`src/sv/qfs_pkg.sv`:
```
// Shared types, register map and character-class helper for the quoted field splitter.
package qfs_pkg;

    localparam int unsigned CFG_DATA_W = 64;
    localparam int unsigned CFG_ADDR_W = 5;
    localparam int unsigned MAX_SLOTS  = 8;

    // register index, taken from paddr[4:3] (registers lie on 8-byte boundaries)
    typedef enum logic [1:0] {
        REG_SEPARATOR = 2'd0,
        REG_ESCAPE    = 2'd1,
        REG_QUOTE     = 2'd2,
        REG_NONE      = 2'd3
    } reg_idx_t;

    typedef struct packed {
        logic [7:0] out_char;
        logic       char_valid;
        logic       field_end;
        logic       string_done;
    } result_t;

    // true when c matches a nonzero slot among the low 'slots' byte slots of the set
    function automatic logic in_set(
        input logic [CFG_DATA_W-1:0] set,
        input logic [7:0]            c,
        input int unsigned           slots
    );
        logic hit;
        hit = 1'b0;
        for (int unsigned i = 0; i < MAX_SLOTS; i++) begin
            if (i < slots && set[8*i +: 8] != 8'd0 && set[8*i +: 8] == c) begin
                hit = 1'b1;
            end
        end
        return hit;
    endfunction

endpackage

```
`src/sv/quoted_field_splitter.sv`:
```
// Quoted field splitter: character stream in, field characters and end marks out.
//
// Input channel: one character per transfer (in_valid/in_stall/in_char); a zero
// character ends the string. Output channel: one result per transfer carrying
// out_char/char_valid (a field character), field_end (field complete, may be an
// empty quoted field) and string_done (end-of-string result, always given).
// Escape arming, quote opening and skipped separators give no result.
// Separator, escape and quote sets are written over the APB port at byte
// addresses 0, 8 and 16; the user must write them only while no string is in
// flight, which the block does not enforce. One character per cycle is taken
// while in_stall is low; the character state (escape, open quote, field
// nonempty) updates as a character leaves the input register and any result
// loads the output register. in_stall rises only while the input register
// holds a character that makes a result and the output register is full and
// stalled. Reset clears the sets, the character state and both valid flags.
module quoted_field_splitter
    import qfs_pkg::*;
#(
    parameter int unsigned SET_SLOTS = 8
) (
    input  logic                  clk,
    input  logic                  rst_n,
    // APB configuration
    input  logic                  psel,
    input  logic                  penable,
    input  logic                  pwrite,
    input  logic [CFG_ADDR_W-1:0] paddr,
    input  logic [CFG_DATA_W-1:0] pwdata,
    output logic [CFG_DATA_W-1:0] prdata,
    output logic                  pready,
    // character input
    input  logic                  in_valid,
    output logic                  in_stall,
    input  logic [7:0]            in_char,
    // result output
    output logic                  out_valid,
    input  logic                  out_stall,
    output logic [7:0]            out_char,
    output logic                  char_valid,
    output logic                  field_end,
    output logic                  string_done
);

    localparam int unsigned SET_BITS = 8 * SET_SLOTS;

    logic [SET_BITS-1:0] sep_set_reg;
    logic [SET_BITS-1:0] esc_set_reg;
    logic [SET_BITS-1:0] quote_set_reg;

    logic       s1_valid_reg;
    logic [7:0] s1_char_reg;

    logic       esc_reg,      esc_next;
    logic [7:0] quote_reg,    quote_next;
    logic       nonempty_reg, nonempty_next;

    logic    out_valid_reg;
    result_t out_reg;

    logic    res_gen;
    result_t res;
    logic    out_free;
    logic    s1_go;
    logic    wr_en;
    reg_idx_t wr_idx;

    logic [CFG_DATA_W-1:0] sep_ext, esc_ext, quote_ext;

    assign sep_ext   = CFG_DATA_W'(sep_set_reg);
    assign esc_ext   = CFG_DATA_W'(esc_set_reg);
    assign quote_ext = CFG_DATA_W'(quote_set_reg);

    // ---------------- configuration ----------------
    assign pready = 1'b1;
    assign wr_en  = psel && penable && pwrite && pready;
    assign wr_idx = reg_idx_t'(paddr[4:3]);

    always_ff @(posedge clk or negedge rst_n) begin
        if (!rst_n) begin
            sep_set_reg   <= '0;
            esc_set_reg   <= '0;
            quote_set_reg <= '0;
        end else if (wr_en) begin
            unique case (wr_idx)
                REG_SEPARATOR: sep_set_reg   <= pwdata[SET_BITS-1:0];
                REG_ESCAPE:    esc_set_reg   <= pwdata[SET_BITS-1:0];
                REG_QUOTE:     quote_set_reg <= pwdata[SET_BITS-1:0];
                default:       ;
            endcase
        end
    end

    always_comb begin
        unique case (wr_idx)
            REG_SEPARATOR: prdata = sep_ext;
            REG_ESCAPE:    prdata = esc_ext;
            REG_QUOTE:     prdata = quote_ext;
            default:       prdata = '0;
        endcase
    end

    // ---------------- character classification ----------------
    always_comb begin
        esc_next      = esc_reg;
        quote_next    = quote_reg;
        nonempty_next = nonempty_reg;
        res_gen       = 1'b0;
        res           = '0;
        if (s1_char_reg == 8'd0) begin
            esc_next        = 1'b0;
            quote_next      = 8'd0;
            nonempty_next   = 1'b0;
            res_gen         = 1'b1;
            res.field_end   = nonempty_reg;
            res.string_done = 1'b1;
        end else if (esc_reg) begin
            esc_next       = 1'b0;
            nonempty_next  = 1'b1;
            res_gen        = 1'b1;
            res.out_char   = s1_char_reg;
            res.char_valid = 1'b1;
        end else if (quote_reg != 8'd0) begin
            res_gen = 1'b1;
            if (s1_char_reg == quote_reg) begin
                quote_next    = 8'd0;
                nonempty_next = 1'b0;
                res.field_end = 1'b1;
            end else begin
                nonempty_next  = 1'b1;
                res.out_char   = s1_char_reg;
                res.char_valid = 1'b1;
            end
        end else if (in_set(esc_ext, s1_char_reg, SET_SLOTS)) begin
            esc_next = 1'b1;
        end else if (!nonempty_reg && in_set(quote_ext, s1_char_reg, SET_SLOTS)) begin
            quote_next = s1_char_reg;
        end else if (in_set(sep_ext, s1_char_reg, SET_SLOTS)) begin
            // separator runs are skipped; only a nonempty field is closed
            if (nonempty_reg) begin
                nonempty_next = 1'b0;
                res_gen       = 1'b1;
                res.field_end = 1'b1;
            end
        end else begin
            nonempty_next  = 1'b1;
            res_gen        = 1'b1;
            res.out_char   = s1_char_reg;
            res.char_valid = 1'b1;
        end
    end

    // ---------------- flow control ----------------
    assign out_free = !out_valid_reg || !out_stall;
    assign s1_go    = s1_valid_reg && (!res_gen || out_free);
    assign in_stall = s1_valid_reg && !s1_go;

    always_ff @(posedge clk or negedge rst_n) begin
        if (!rst_n) begin
            s1_valid_reg <= 1'b0;
        end else if (!in_stall) begin
            s1_valid_reg <= in_valid;
        end
    end

    always_ff @(posedge clk) begin
        if (!in_stall && in_valid) begin
            s1_char_reg <= in_char;
        end
    end

    always_ff @(posedge clk or negedge rst_n) begin
        if (!rst_n) begin
            esc_reg      <= 1'b0;
            quote_reg    <= 8'd0;
            nonempty_reg <= 1'b0;
        end else if (s1_go) begin
            esc_reg      <= esc_next;
            quote_reg    <= quote_next;
            nonempty_reg <= nonempty_next;
        end
    end

    always_ff @(posedge clk or negedge rst_n) begin
        if (!rst_n) begin
            out_valid_reg <= 1'b0;
        end else if (out_free) begin
            out_valid_reg <= s1_go && res_gen;
        end
    end

    always_ff @(posedge clk) begin
        if (out_free && s1_go && res_gen) begin
            out_reg <= res;
        end
    end

    assign out_valid   = out_valid_reg;
    assign out_char    = out_reg.out_char;
    assign char_valid  = out_reg.char_valid;
    assign field_end   = out_reg.field_end;
    assign string_done = out_reg.string_done;

    // ---------------- assertions ----------------
    a_stall_only_when_blocked: assert property (@(posedge clk) disable iff (!rst_n)
        in_stall |-> (out_valid && out_stall))
        else $error("input stalled while output register could load");

    a_result_kind: assert property (@(posedge clk) disable iff (!rst_n)
        (out_valid && char_valid) |-> (!field_end && !string_done))
        else $error("character result also carries an end mark");

    a_unused_char_zero: assert property (@(posedge clk) disable iff (!rst_n)
        (out_valid && !char_valid) |-> (out_char == 8'd0))
        else $error("out_char nonzero on a mark-only result");

    a_eos_clears_state: assert property (@(posedge clk) disable iff (!rst_n)
        (s1_go && s1_char_reg == 8'd0) |=> (!esc_reg && quote_reg == 8'd0 && !nonempty_reg))
        else $error("end of string did not return state to reset");

endmodule
```
`config.mk`:
```
export PLATFORM = sky130hd
export DESIGN_NAME = quoted_field_splitter
export DESIGN_NICKNAME = d
export VERILOG_FILES = /design/src/sv/qfs_pkg.sv /design/src/sv/quoted_field_splitter.sv
export SDC_FILE = /design/constraint.sdc
export NUM_CORES = 1
export LEC_CHECK = 0
export ABC_AREA = 1
export BUFFER_PORTS_ARGS = -buffer_cell sky130_fd_sc_hd__buf_2
export CAP_MARGIN = 10
export CELL_PAD_IN_SITES_DETAIL_PLACEMENT = 1
export CELL_PAD_IN_SITES_GLOBAL_PLACEMENT = 1
export CORE_ASPECT_RATIO = 0.8
export CORE_UTILIZATION = 44
export CTS_CLUSTER_DIAMETER = 150
export DETAILED_ROUTE_END_ITERATION = 16
export PLACE_DENSITY_LB_ADDON = 0.1
export SETUP_SLACK_MARGIN = 0.5
export SLEW_MARGIN = 20
export SYNTH_ARGS = -nofsm -noshare
export SYNTH_HDL_FRONTEND = slang
export SYNTH_SLANG_ARGS = --single-unit
```
`constraint.sdc`:
```
create_clock -name clk -period 3.2 [get_ports clk]
set_clock_uncertainty 0.2 [all_clocks]
set_input_delay 0.48 -clock clk [delete_from_list [all_inputs] [get_ports clk]]
set_output_delay 0.48 -clock clk [all_outputs]
set_load 0.01 [all_outputs]
```
Yosys cells after proc, flatten, opt, wreduce, memory -nomap -nowiden
Cells that the tools add are included.
Word-level totals
  bits in registers: 223
  input bits: 84
  output and inout bits: 78
  word-level logic and storage cells: 191
Operators by class
  equality and inequality tests: 32
  muxes and demuxes: 72
  reductions and logical operators: 74
Operators with widths (number)
  8-bit equality test: 25
  8-bit nonzero test: 25
  64-bit case mux with 3 select lines: 1
  1-bit 2-to-1 mux: 59
  8-bit 2-to-1 mux: 6
  1-bit logical AND: 33
  10-bit 2-to-1 mux: 3
  9-bit 2-to-1 mux: 3
  8-bit logical NOT: 1
  4-bit != test (second input constant): 2
  1-bit logical NOT: 6
  2-bit AND reduction: 3
  5-bit AND reduction: 1
  3-bit by 2-bit != test with 1-bit output (second input constant): 1
  3-bit != test (second input constant): 1
  3-bit AND reduction: 1
  3-bit nonzero test: 1
  2-bit by 1-bit equality test with 1-bit output (second input constant): 1
  2-bit equality test (second input constant): 1
  2-bit logical NOT: 1
  1-bit logical OR: 2
  2-bit by 1-bit != test with 1-bit output (second input constant): 1

Depth between registers and ports, before layout
  word-level depth: 36
  gate-level depth with buffers: 20
  gate-level depth less buffers: 17

Worst setup path before layout
No wires, ideal clock.
  path type: flip-flop to flip-flop
  start: register s1_char_reg[4]
  end: register out_reg (netlist bit char_valid) (enable)
  library setup time: 0.378 ns
  arrival: 2.020 ns
  required time: 2.622 ns
  slack: 0.602 ns
  cell stages (with the launch flop): 12
  period minus slack after synthesis: 2.598 ns
  path through: edfxtp_1 buf_6 buf_6 nor4_2 nand2_1 nand2_2 nor2_4 nand2_1 a21oi_1 a21oi_1 nand2_1 nor2_1
On the way
  longest elaborated chain between the ends: 26
Ends and longest elaborated chain
  start, declared: line quoted_field_splitter.sv:51  | logic [7:0] s1_char_reg;
  start signal, assigned: line quoted_field_splitter.sv:167  | s1_char_reg <= in_char;
  8-bit equality test: line qfs_pkg.sv:32  | if (i < slots && set[8*i +: 8] != 8'd0 && set[8*i +: 8] == c) begin
  1-bit logical AND: line qfs_pkg.sv:32
  1-bit 2-to-1 mux (8 in series): line qfs_pkg.sv:32
  1-bit 2-to-1 mux: line quoted_field_splitter.sv:135  | end else if (!nonempty_reg && in_set(quote_ext, s1_char_reg, SET_SLOTS)) begin
  1-bit 2-to-1 mux: line quoted_field_splitter.sv:133  | end else if (in_set(esc_ext, s1_char_reg, SET_SLOTS)) begin
  1-bit 2-to-1 mux: line quoted_field_splitter.sv:122  | end else if (quote_reg != 8'd0) begin
  1-bit 2-to-1 mux: line quoted_field_splitter.sv:116  | end else if (esc_reg) begin
  1-bit 2-to-1 mux: line quoted_field_splitter.sv:109  | if (s1_char_reg == 8'd0) begin
  [3 not listed]
  1-bit 2-to-1 mux: line quoted_field_splitter.sv:122
  1-bit 2-to-1 mux: line quoted_field_splitter.sv:116
  1-bit 2-to-1 mux *: line quoted_field_splitter.sv:109
  1-bit logical NOT: line quoted_field_splitter.sv:154  | assign s1_go = s1_valid_reg && (!res_gen || out_free);
  1-bit logical OR: line quoted_field_splitter.sv:154
  1-bit logical AND: line quoted_field_splitter.sv:154
  1-bit logical AND: line quoted_field_splitter.sv:192  | if (out_free && s1_go && res_gen) begin
  1-bit logical AND *: line quoted_field_splitter.sv:192
  end signal, assigned: line quoted_field_splitter.sv:193  | out_reg <= res;
  end, declared: line quoted_field_splitter.sv:58  | result_t out_reg;
Mark *: on every way between the ends. The rest lies on a longest branch, timed or not. The select of a mux whose other input is x is not followed.
A chain may end at the register's enable or synchronous reset.

Final worst setup path
  start: register s1_char_reg[2]
  end: output in_stall
On the way
  longest elaborated chain between the ends: 26
Ends and longest elaborated chain
  8-bit equality test: line qfs_pkg.sv:32
  1-bit logical AND: line qfs_pkg.sv:32
  1-bit 2-to-1 mux (8 in series): line qfs_pkg.sv:32
  1-bit 2-to-1 mux: line quoted_field_splitter.sv:135
  1-bit 2-to-1 mux: line quoted_field_splitter.sv:133
  1-bit 2-to-1 mux: line quoted_field_splitter.sv:122
  1-bit 2-to-1 mux: line quoted_field_splitter.sv:116
  1-bit 2-to-1 mux: line quoted_field_splitter.sv:109
  [3 not listed]
  1-bit 2-to-1 mux: line quoted_field_splitter.sv:122
  1-bit 2-to-1 mux: line quoted_field_splitter.sv:116
  1-bit 2-to-1 mux *: line quoted_field_splitter.sv:109
  1-bit logical NOT *: line quoted_field_splitter.sv:154
  1-bit logical OR *: line quoted_field_splitter.sv:154
  1-bit logical AND *: line quoted_field_splitter.sv:154
  1-bit logical NOT *: line quoted_field_splitter.sv:155  | assign in_stall = s1_valid_reg && !s1_go;
  1-bit logical AND *: line quoted_field_splitter.sv:155
  end, declared: line quoted_field_splitter.sv:33  | output logic in_stall,
Marks and branches as above.

==> flow_summary.yaml <==
run_status:
  run_status: "finished, violations left"
  violations: "setup timing"
clock_network:
  clk_latency_ns: 0.57
  cts_buffers: 27
  htree_levels: 1
  path_clk_slew_ns: 0.06
  cts.sinks: 223
  cts_root_buf: "clkbuf_16"
  clockBufferDepth: 3
  cts_tree: "built"
logic_synthesis:
  ys_ff_latch: 223
  synth_edf_count: 19
  synthSimpleGateAreaFrac_pct: 26.2
  synth_top_area_share_pct: 38.6
  synth_top_family_by_area: "simple AND/OR/NAND/NOR gates"
  synth.area.top_cells: "dfrtp_1, nand2_1, o21ai_0"
  yosys-top-cells-count: "nand2_1, dfrtp_1, nor2_1"
  synth_top_area_cell: "dfrtp_1"
  yosys_warnings: 0
  synth-compound-area-share_pct: 10.5
  async_flop_share_pct: 91.5
  ys.flop_type: "dfrtp_1"
  syn-num-nets: 1789
  synth_xor_xnor_area_share_pct: 6.93
  yosysUniqueCellTypes: 37
  avgSynthCellArea_um2: 7.75
  synth_area_um2: 13200
  yosysMostFrequentCell: "nand2_1"
  synth_cells: 1705
  synth_fa_ha_area_share_pct: 0
  synth_mux_area_share_pct: 3.83
  seq_area_frac_synth_pct: 42.9
timing:
  period_share_pct: 108
  slew_violations: 0
  max_freq_ghz: 0.290
  setup_viol: 9
  grt_setup_unrepaired: "true"
  max-slew-margin-rel_pct: 42.8
  period_minus_slack_ns: 3.45
  worstMarginPinSlew_ns: 0.858
  final_hold_viol_count: 0
  setup_ws_ns: -0.252
setup_path:
  worst_path_largest_cell_delay_ns: 0.47
  critPathTopFamily: "simple AND/OR/NAND/NOR gates"
  crit_buf_inv: 4
  arrival_ns: 2.77
  required_ns: 2.52
  path_cells: "buf_12 -> buf_4 -> xor2_1 -> nor2_1 -> nand2_1 -> nor2_1 -> nand2_2 -> nand2_1 -> nor2_2 -> a21oi_2 -> a21oi_4 -> nand3_2 -> inv_2 -> buf_6"
  cp_max_fo: 6
  end_kind: "output pin"
  cp_slowest_cell: "edfxtp_1"
  start_kind: "flip-flop"
  critical_path_class: "reg -> out"
floorplanning:
  die-area_um2: 30800
  rows: 56
  die_width_um: 196
  core-area_um2: 29400
  start_util_pct: 44.9
  die_y_um: 157
  pin_count: 162
placement:
  gp_congestion: 0.884
  dp.cells: 2185
  io_buffers: 157
  pre_cts_slack_ns: 0.141
  dp_hpwl_mm: 32.4
hold_path:
  min_path_type: "in -> reg"
route:
  drtPass1Iterations: 5
  drt_iter0_drc: 924
  postRouteAntennaNets: 0
  drc: 0
  drt-total-wl_mm: 53.7
  wl_per_cell_um: 22.6
  vias_per_cell: 5.62
  num_vias: 13400
power:
  vdd_drop_max_mv: 0.390
  power.density_nw_per_um2: 678
  p_leak_nw: 8.02
cells_and_area:
  syn_to_final_growth_pct: 29.3
  instances_no_fill: 2375
  layout-drive-gt1-share_pct: 22.7
  n_antenna_cell: 0
  n_fill_cell: 3621
  nets: 2061
grt:
  grt.total_usage_pct: 33.6
  antenna_found_initial: 0
  grt_overflow: 0
  grt_max_degree: 93
  grt_pass1_wl_mm: 78.4
  grt_pass1_vias: 13400
flow_run:
  max_cap_violations: 0
-- layout by cell type, fill, tap and decap left out, types with 23 or more instances in the layout --
cell | synthesis | layout
dlygate4sd3_1 | 0 | 70
buf_4 | 6 | 58
clkbuf_16 | 0 | 29
nand2_1 | 545 | 522
o21ai_0 | 133 | 132
xnor2_1 | 68 | 63
nor2_1 | 166 | 149
nand2_2 | 7 | 29
dfrtp_1 | 204 | 204
nand3_1 | 36 | 28
xor2_1 | 31 | 29
nor3_1 | 23 | 23
buf_2 | 0 | 155
nand4_1 | 42 | 42
o221ai_1 | 64 | 64
mux2_2 | 45 | 45
inv_1 | 164 | 161
-- cell type report --
type                    count  area, µm²  area share (%)
repair inverters            1       11.3          0.0659
repair buffers            332       2720            15.9
clock inverters            16        158           0.922
flip-flops and latches    223       5680            33.2
inverters                 173        736            4.30
multi-input cells        1219       6620            38.7
clock buffers              34        712            4.16
well taps                 377        472            2.76
-- worst reg2reg max path, delay by kind of cell, from the launching register on --
| kind | cells | cell delay, ns |
|---|---|---|
| buf+inv | 13 | 1.55 |
| simple gates | 11 | 0.96 |
| flops | 1 | 0.42 |
| compound gates | 1 | 0.19 |
-- kinds of logic after synthesis --
kind of cell | after synthesis
muxes | 45
AOI/OAI and AO/OA | 229
DFF | 223
other | 1
buffers and inverters | 266
and+or+nand+nor | 839
xor gates and xnor gates | 102
-- metal layers --
layer	track usage, %	routed length, µm	vias to the layer above
met1	45.4	22900	6694
li1	-	-	6042
met3	4.97	3600	118
met4	11.4	1760	0
met2	55.2	25400	504
met5	0	0	-
-- path summary, 6_finish.rpt --
check                               startpoint       endpoint  slack [ns]  cells after the start
worst min-delay path                pwdata[27]  quote_ext[27]        0.03                      3
min in group asynchronous                rst_n     sep_ext[9]        0.29                      2
worst max register to register  s1_char_reg[6]   quote_reg[2]       -0.24                     25
worst min register to register    nonempty_reg   nonempty_reg        0.30                      2
worst max-delay path            s1_char_reg[2]       in_stall       -0.25                     14
max in group asynchronous                rst_n    sep_ext[19]        1.59                      3
-- stage by stage --
step,total power [mW],utilization [%],area [µm²],setup TNS [ns],hold WS [ns]
3_5_place_dp,7.64,48.8,14400,0,0.286
2_1_floorplan,6.41,-,13200,0,-0.0156
3_3_place_gp,7.49,48.8,14400,0,0.259
6_report,11.6,58.1,17100,-1.59,0.0312
5_1_grt,12.2,58.1,17100,-2.43,0.0374
4_1_cts,11.1,55.9,16500,-0.123,0.000186
-- what timing repair did --
action | CTS | global route
setup buffers | 31 | 28
hold buffers | 70 | 0
hold endpoints to repair | 229 | 0
endpoints found under the setup margin | 38 | 41
cloned | 4 | 7
pin swaps | 14 | 36
resized for setup | 53 | 73
-- power breakdown --
group	leakage [nW]	internal [mW]	switching (mW)
Combinational	4.97	1.69	2.54
Clock	0.430	1.81	1.30
Sequential	2.62	3.58	0.675
Note: power is estimated with default switching activity, not from simulation.
